==> config.mk <==
export PLATFORM = sky130hd
export DESIGN_NAME = cycle_counter_to_microseconds_top
export DESIGN_NICKNAME = d
export VERILOG_FILES = /design/src/rtl/core/ccus_pkg.sv /design/src/rtl/core/cycle_counter_to_microseconds_top.sv
export SDC_FILE = /design/constraint.sdc
export NUM_CORES = 2
export LEC_CHECK = 0
export ABC_AREA = 1
export BUFFER_PORTS_ARGS = -buffer_cell sky130_fd_sc_hd__buf_2
export CAP_MARGIN = 0
export CORE_MARGIN = 4
export CORE_UTILIZATION = 32
export CTS_CLUSTER_DIAMETER = 50
export DETAILED_ROUTE_END_ITERATION = 8
export GPL_ROUTABILITY_DRIVEN = 0
export GPL_TIMING_DRIVEN = 1
export PLACE_DENSITY = 0.53
export SYNTH_ARGS = -nofsm -noshare
export SYNTH_HDL_FRONTEND = slang
export SYNTH_SLANG_ARGS = --single-unit
==> constraint.sdc <==
create_clock -name clk -period 21.3 [get_ports clk]
set_input_delay 2.13 -clock clk [delete_from_list [all_inputs] [get_ports clk]]
set_output_delay 2.13 -clock clk [all_outputs]
set_load 0.01 [all_outputs]
==> src/rtl/core/ccus_pkg.sv <==
// Package for the cycle counter to microseconds block: widths and register map.
// Used by the top level and its checker; depends on nothing.
`timescale 1ns / 1ps

package ccus_pkg;

    // Field widths
    localparam int CNT_W  = 32;   // raw counter sample and wrap count
    localparam int DIV_W  = 13;   // cycles per microsecond
    localparam int WIDE_W = 64;   // magic number, extended count, result
    localparam int HALF_W = 32;   // operand width of the shared multiplier

    // Configuration port
    localparam int ADDR_W  = 4;
    localparam int PDATA_W = 64;

    // Register index, taken from address bit 3 (registers lie 8 bytes apart)
    localparam logic REG_DIVISOR          = 1'b0;
    localparam logic REG_RECIPROCAL_MAGIC = 1'b1;

    // Position of a partial product within the 128-bit accumulator
    typedef enum logic [1:0] {
        SHIFT_0  = 2'd0,
        SHIFT_32 = 2'd1,
        SHIFT_64 = 2'd2
    } shift_t;

endpackage

==> src/rtl/core/cycle_counter_to_microseconds_top.sv <==
// Cycle counter to microseconds: extends a 32-bit counter sample with a wrap count
// and divides the result by the cycles-per-microsecond divisor through a reciprocal
// multiply. Depends on ccus_pkg.
`timescale 1ns / 1ps

// Each input item is a raw sample of a free-running 32-bit cycle counter. The block
// counts wraps (a sample below the previous one), forms the 64-bit extended count
// {wrap_count, sample}, and returns it together with the count in microseconds,
// high64(ext * reciprocal_magic) lowered by one when its product with the divisor
// overshoots. All products go through one 32x32 multiplier with a registered output
// feeding a 128-bit accumulator: four partial products for the quotient estimate and
// two for the check. An accepted item passes through the multiply and check states to
// ST_FIN, or straight to ST_FIN when the divisor is 0 or 1 (bypass), and it stays in
// ST_FIN while the previous result waits unaccepted in the output register. One item
// at a time is taken; a finished result waits there while the next item is accepted.
// Software writes the divisor at address 0x0 and ceil(2^64 / divisor) at address 0x8
// while the block is idle.
module cycle_counter_to_microseconds_top (
    input  logic                          clk,
    input  logic                          rst_n,
    // input item stream
    input  logic                          s_tvalid,
    output logic                          s_tready,
    input  logic [ccus_pkg::CNT_W-1:0]    s_tdata,   // [31:0] counter_sample
    // result item stream
    output logic                          m_tvalid,
    input  logic                          m_tready,
    output logic [2*ccus_pkg::WIDE_W-1:0] m_tdata,   // [63:0] time_us,
                                                     // [127:64] extended_cycles
    // configuration port
    input  logic                          psel,
    input  logic                          penable,
    input  logic                          pwrite,
    input  logic [ccus_pkg::ADDR_W-1:0]   paddr,
    input  logic [ccus_pkg::PDATA_W-1:0]  pwdata,
    output logic [ccus_pkg::PDATA_W-1:0]  prdata,
    output logic                          pready
);

    localparam int W = ccus_pkg::WIDE_W;
    localparam int H = ccus_pkg::HALF_W;

    typedef enum logic [2:0] {
        ST_IDLE,
        ST_MUL,
        ST_MUL_LAST,
        ST_CHK,
        ST_CHK_LAST,
        ST_FIN
    } state_t;

    // Registers
    state_t                     state_reg, state_next;
    logic [1:0]                 cnt_reg, cnt_next;
    logic [ccus_pkg::DIV_W-1:0] div_reg, div_next;
    logic [W-1:0]               magic_reg, magic_next;
    logic [ccus_pkg::CNT_W-1:0] last_reg, last_next;
    logic [ccus_pkg::CNT_W-1:0] wrap_reg, wrap_next;
    logic [W-1:0]               ext_reg, ext_next;
    logic [W-1:0]               q_reg, q_next;
    logic [2*W-1:0]             acc_reg, acc_next;
    logic [W-1:0]               prod_reg, prod_next;
    ccus_pkg::shift_t           pshift_reg, pshift_next;
    logic                       pvalid_reg, pvalid_next;
    logic                       ovalid_reg, ovalid_next;
    logic [W-1:0]               otime_reg, otime_next;
    logic [W-1:0]               oext_reg, oext_next;

    // Combinational helpers
    logic [H-1:0]     mul_a;
    logic [H-1:0]     mul_b;
    ccus_pkg::shift_t mul_shift;
    logic [W-1:0]     mul_prod;
    logic [2*W-1:0]   addend;
    logic             cfg_wr;
    logic             s_acc;
    logic             out_free;
    logic             dec;
    logic [ccus_pkg::CNT_W-1:0] wrap_inc;

    assign pready   = 1'b1;
    assign cfg_wr   = psel & penable & pwrite & pready;
    assign s_tready = (state_reg == ST_IDLE);
    assign s_acc    = s_tvalid & s_tready;
    assign out_free = !ovalid_reg || m_tready;
    assign m_tvalid = ovalid_reg;
    assign m_tdata  = {oext_reg, otime_reg};
    assign wrap_inc = wrap_reg + ccus_pkg::CNT_W'(1);

    // Read back the selected register
    always_comb
    begin
        case (paddr[3])
            ccus_pkg::REG_DIVISOR:
                prdata = ccus_pkg::PDATA_W'(div_reg);
            ccus_pkg::REG_RECIPROCAL_MAGIC:
                prdata = magic_reg;
            default:
                prdata = '0;
        endcase
    end

    // Select multiplier operands for the current step
    always_comb
    begin
        mul_a     = ext_reg[H-1:0];
        mul_b     = magic_reg[H-1:0];
        mul_shift = ccus_pkg::SHIFT_0;
        if (state_reg == ST_MUL || state_reg == ST_MUL_LAST)
        begin
            case (cnt_reg)
                2'd0:
                begin
                    mul_a     = ext_reg[H-1:0];
                    mul_b     = magic_reg[H-1:0];
                    mul_shift = ccus_pkg::SHIFT_0;
                end
                2'd1:
                begin
                    mul_a     = ext_reg[H-1:0];
                    mul_b     = magic_reg[W-1:H];
                    mul_shift = ccus_pkg::SHIFT_32;
                end
                2'd2:
                begin
                    mul_a     = ext_reg[W-1:H];
                    mul_b     = magic_reg[H-1:0];
                    mul_shift = ccus_pkg::SHIFT_32;
                end
                default:
                begin
                    mul_a     = ext_reg[W-1:H];
                    mul_b     = magic_reg[W-1:H];
                    mul_shift = ccus_pkg::SHIFT_64;
                end
            endcase
        end
        else
        begin
            // q * d as two partial products
            mul_b = H'(div_reg);
            if (cnt_reg[0])
            begin
                mul_a     = q_reg[W-1:H];
                mul_shift = ccus_pkg::SHIFT_32;
            end
            else
            begin
                mul_a     = q_reg[H-1:0];
                mul_shift = ccus_pkg::SHIFT_0;
            end
        end
    end

    // Shared multiplier
    assign mul_prod = mul_a * mul_b;

    // Place the registered product in the accumulator
    always_comb
    begin
        case (pshift_reg)
            ccus_pkg::SHIFT_0:  addend = {{W{1'b0}}, prod_reg};
            ccus_pkg::SHIFT_32: addend = {{H{1'b0}}, prod_reg, {H{1'b0}}};
            ccus_pkg::SHIFT_64: addend = {prod_reg, {W{1'b0}}};
            default:            addend = '0;
        endcase
    end

    // Lower the estimate when q * d overshoots the extended count
    assign dec = (acc_reg[2*W-1:W] != '0) || (acc_reg[W-1:0] > ext_reg);

    // Sequencer
    always_comb
    begin
        state_next  = state_reg;
        cnt_next    = cnt_reg;
        div_next    = div_reg;
        magic_next  = magic_reg;
        last_next   = last_reg;
        wrap_next   = wrap_reg;
        ext_next    = ext_reg;
        q_next      = q_reg;
        acc_next    = pvalid_reg ? acc_reg + addend : acc_reg;
        prod_next   = mul_prod;
        pshift_next = mul_shift;
        pvalid_next = 1'b0;
        ovalid_next = ovalid_reg && !m_tready;
        otime_next  = otime_reg;
        oext_next   = oext_reg;

        // Configuration writes
        if (cfg_wr)
        begin
            case (paddr[3])
                ccus_pkg::REG_DIVISOR:
                    div_next = pwdata[ccus_pkg::DIV_W-1:0];
                ccus_pkg::REG_RECIPROCAL_MAGIC:
                    magic_next = pwdata;
                default:
                    ;
            endcase
        end

        case (state_reg)
            ST_IDLE:
            begin
                if (s_acc)
                begin
                    // Update wrap count and form the extended count
                    if (s_tdata < last_reg)
                    begin
                        wrap_next = wrap_inc;
                        ext_next  = {wrap_inc, s_tdata};
                    end
                    else
                    begin
                        ext_next = {wrap_reg, s_tdata};
                    end
                    last_next = s_tdata;
                    acc_next  = '0;
                    cnt_next  = '0;
                    if (div_reg <= ccus_pkg::DIV_W'(1))
                    begin
                        q_next     = (s_tdata < last_reg) ? {wrap_inc, s_tdata}
                                                          : {wrap_reg, s_tdata};
                        state_next = ST_FIN;
                    end
                    else
                    begin
                        state_next = ST_MUL;
                    end
                end
            end
            ST_MUL:
            begin
                pvalid_next = 1'b1;
                cnt_next    = cnt_reg + 2'd1;
                if (cnt_reg == 2'd3)
                begin
                    state_next = ST_MUL_LAST;
                end
            end
            ST_MUL_LAST:
            begin
                // Take the high half as the quotient estimate, restart for the check
                q_next     = acc_next[2*W-1:W];
                acc_next   = '0;
                cnt_next   = '0;
                state_next = ST_CHK;
            end
            ST_CHK:
            begin
                pvalid_next = 1'b1;
                cnt_next    = cnt_reg + 2'd1;
                if (cnt_reg == 2'd1)
                begin
                    state_next = ST_CHK_LAST;
                end
            end
            ST_CHK_LAST:
            begin
                state_next = ST_FIN;
            end
            ST_FIN:
            begin
                // Load the output register once it is free
                if (out_free)
                begin
                    ovalid_next = 1'b1;
                    otime_next  = dec ? q_reg - W'(1) : q_reg;
                    oext_next   = ext_reg;
                    state_next  = ST_IDLE;
                end
            end
            default:
            begin
                state_next = ST_IDLE;
            end
        endcase
    end

    // State and registered outputs
    always_ff @(posedge clk or negedge rst_n)
    begin
        if (!rst_n)
        begin
            state_reg  <= ST_IDLE;
            cnt_reg    <= '0;
            div_reg    <= '0;
            magic_reg  <= '0;
            last_reg   <= '0;
            wrap_reg   <= '0;
            ext_reg    <= '0;
            q_reg      <= '0;
            acc_reg    <= '0;
            prod_reg   <= '0;
            pshift_reg <= ccus_pkg::SHIFT_0;
            pvalid_reg <= 1'b0;
            ovalid_reg <= 1'b0;
            otime_reg  <= '0;
            oext_reg   <= '0;
        end
        else
        begin
            state_reg  <= state_next;
            cnt_reg    <= cnt_next;
            div_reg    <= div_next;
            magic_reg  <= magic_next;
            last_reg   <= last_next;
            wrap_reg   <= wrap_next;
            ext_reg    <= ext_next;
            q_reg      <= q_next;
            acc_reg    <= acc_next;
            prod_reg   <= prod_next;
            pshift_reg <= pshift_next;
            pvalid_reg <= pvalid_next;
            ovalid_reg <= ovalid_next;
            otime_reg  <= otime_next;
            oext_reg   <= oext_next;
        end
    end

endmodule

==> out/metrics.sh <==
DP.FINAL_HPWL_UM=277300
CORE.ROWCOUNT=180
CTS_HTREE_LEVELS=3
SIGNAL_ARRIVAL_TIME_AT_THE_WORST_ENDPOINT_NS=11.09
STATUS='finished clean'
WORST_PATH_LARGEST_CELL_DELAY_NS=0.90
DRV.MAX_CAP_VIOLATION_COUNT=0
INITIAL_CORE_UTIL_PCT=32.15
CLOCK_SKEW_NS=0.05737
MIN_PERIOD_OVER_PERIOD_PCT=49.16
ANTENNA_VIOLATING_NETS_POST_ROUTE=0
TOP_SIGNAL_LAYER_USED='met5'
CRIT_FANOUT=45
GRT_SETUP_UNREPAIRED='false'
DRT_DRC_VIOLATIONS_LEFT=0
SYNTH_COMMON_CELLS='nand2_1, inv_1, nor2_1'
HOLD_BUFFERS=0
LARGEST_REGISTER_FF_COUNT=128
NUMCTSBUFFERS=89
SYN-CELL-AREA_UM2=77250
NETLIST_TOP_CELLS_AREA='fa_1, dfrtp_1, nand2_1'
ROUTEDLENGTHMET1_UM=138100
FINALSETUPTNS_NS=0
CRITICAL_PATH_REQUIRED_NS=21.92
WIRE_LENGTH_OF_THE_FIRST_GLOBAL_ROUTING_PASS_UM=486100
MAX_FREQ_GHz=0.09550
GRT_USE_TOTAL_PCT=26.56
WORST_MIN_DELAY_PATH_CATEGORY='flip-flop to flip-flop'
FLOORPLAN.IO_PINS=302
ROUTE.FINAL.WIRE_LENGTH_UM=336200
ROUTE.DETAILED.VIAS_PER_INST=5.022
ANTENNA_FOUND_INITIAL=11
FINAL.MIN_CLOCK_PERIOD_NS=10.47
ROUTEDWLPERCELL_UM=23.10
CLK_LATENCY_NS=0.75
SYNTH-SEQ-AREA-SHARE_PCT=18.33
FIRST_GLOBAL_VIAS=70706
PORT_BUFFERS=297
POSTSYNTHCELLCOUNT=11146
FINAL-SEQ-AREA_UM2=14170
DESIGN.DIE.AREA_UM2=249300
POST-SYNTH-TOP-COUNT-CELL='nand2_1'
VIA_COUNT=73097
TOTAL_NETS_AFTER_SYNTHESIS=12642
CRITICAL_PATH.MOST_COMMON_CELL='fa_1'
LAYOUT.FILLER_CELLS=26508
POST_ROUTE_CELLS_DRIVE_ABOVE_1_SHARE_PCT=6.335
FP.COREAREA_UM2=240300
GLOBALROUTE.TOTALOVERFLOW=0
YS_DOMINANT_REG_CELL='dfrtp_1'
FIN_NETS=12798
SYNTH_ENABLE_FLOP_CELLS=0
MULTIINPUTGATEAREA_UM2=52620
NETLIST-CELL-TYPE-COUNT=56
NETLIST.AREA_LEADER.SHARE_PCT=23.24
POSTSYNTHAREAPERCELL_UM2=6.931
POST-SYNTH-TOP-AREA-CELL='fa_1'
CTSLONGESTPATHBUFFERS=3
CTS.REPAIR_TIMING.SETUP_BUFFER_COUNT=0
FINAL_HOLD_VIOL_COUNT=0
NUMBER_OF_CLOCK_SINKS=566
TRITONCTS='yes'
CTSROOTBUFFERMASTER='clkbuf_16'
DR.FIRST_ITER.DRC_COUNT=7396
MET3WIRELENGTH_UM=29250
CRIT_PATH_TOP_DELAY_CELL='nand2_1'
CRIT_PATH_END_KIND='flip-flop'
WORSTREGTOREGCELLS=26
STARTPOINT_KIND_OF_THE_WORST_SETUP_TIMING_PATH='flip-flop'
DETAILROUTE.WIRELENGTH.MET2_UM=148900
YOSYSWARNINGS=0
DIE-HEIGHT_UM=499.3
WORST_HOLD_SLACK_NS=0.4700
GRT_MAX_DEGREE=114
TIGHTEST_SLEW_NS=1.280
REPORT.FINAL.SETUP_VIOL=0
MAX_SLEW_MARGIN_PCT=13.77
CLK_PIN_SLEW_NS=0.06
SYN2LAYOUT_AREA_GROWTH_PCT=9.881
FIRST_PASS_ITERS=9
DIE_W_UM=499.3
POSTSYNTHREGISTERBITS=566
FINALMAXSLEWVIOLATIONS=0
CTS_RESIZED=0
SYNTHARSTFLOPSHARE_PCT=100.0
TIMING_WORST_SETUP_PATH_TYPE='flip-flop to flip-flop'
MIN_PATH_CELLS=2
-- stage by stage --
step           std cells  instance area, um^2  worst slack (ns)  util [%]
6_report           14554                84890             10.83     35.32
5_1_grt            14550                84880             10.40     35.32
4_1_cts            14550                84880             10.86     35.32
3_5_place_dp       14396                82030             10.95     34.13
3_3_place_gp       14396                82030             10.96     34.13
2_1_floorplan      11146                77250             13.25         -
-- path summary, 6_finish.rpt --
kind | slack, ns | startpoint | to
setup / recovery | 10.83 | cnt_reg[0] | prod_reg[60]
hold / removal | 0.47 | otime_reg[42] | otime_reg[42]
setup reg to reg | 10.83 | cnt_reg[0] | prod_reg[60]
hold reg to reg | 0.47 | otime_reg[42] | otime_reg[42]
max in group asynchronous | 15.55 | rst_n | otime_reg[22]
min in group asynchronous | 1.40 | rst_n | magic_reg[15]
-- area by class of cell --
| class | count | share of cell area [%] |
|---|---|---|
| sequential | 566 | 16.69 |
| multi-input combinational | 7841 | 61.99 |
| timing repair buffer | 387 | 2.559 |
| clock buffer | 118 | 2.882 |
| clock inverter | 36 | 0.4776 |
| tap | 3185 | 4.695 |
| antenna | 4 | 0.01179 |
| inverter | 2417 | 10.69 |
-- cell families (layout without fill, tap and decap cells) --
family,after synthesis,after routing,synth area share [%]
other,1,5,0.004854
adders and majority gates,1389,1389,31.21
DFF,566,566,18.33
buffers and inverters,2739,2958,13.62
xor gates and xnor gates,171,171,1.939
muxes,61,61,0.8827
and+or+nand+nor,5251,5251,27.00
AOI/OAI and AO/OA,968,968,7.008
-- placed cells by master, fill, tap and decap left out, drive strengths merged, types with 64 or more instances in the layout --
master and count:
a21oi 368, buf 387, clkbuf 118, dfrtp 566
fa 897, ha 492, inv 2422, nand2 3311
nand3 406, nor2 1338, nor3 64, o211ai 71
o21ai 392, o22ai 66, xor2 141
-- layer usage --
metal / vias to the layer above / global-route usage, %
met5: - / 0
met4: 2 / 12.73
met3: 692 / 5.078
met2: 3203 / 41.98
met1: 35493 / 34.99
li1: 33707 / -
-- critical path, delay by kind of cell (launching register included) --
kind	cells	cell delay [ns]
buffers and inverters	5	1.67
flip-flops	1	0.34
XOR/XNOR	1	0.16
AO/OA/AOI/OAI	5	1.13
adder cells (fa/ha/maj)	10	4.87
AND/OR/NAND/NOR	4	1.57
multiplexers	1	0.50
Power is left out: the tool's default activity adds up to more than one toggle a clock period on the data nets, which glitch-free logic cannot reach.
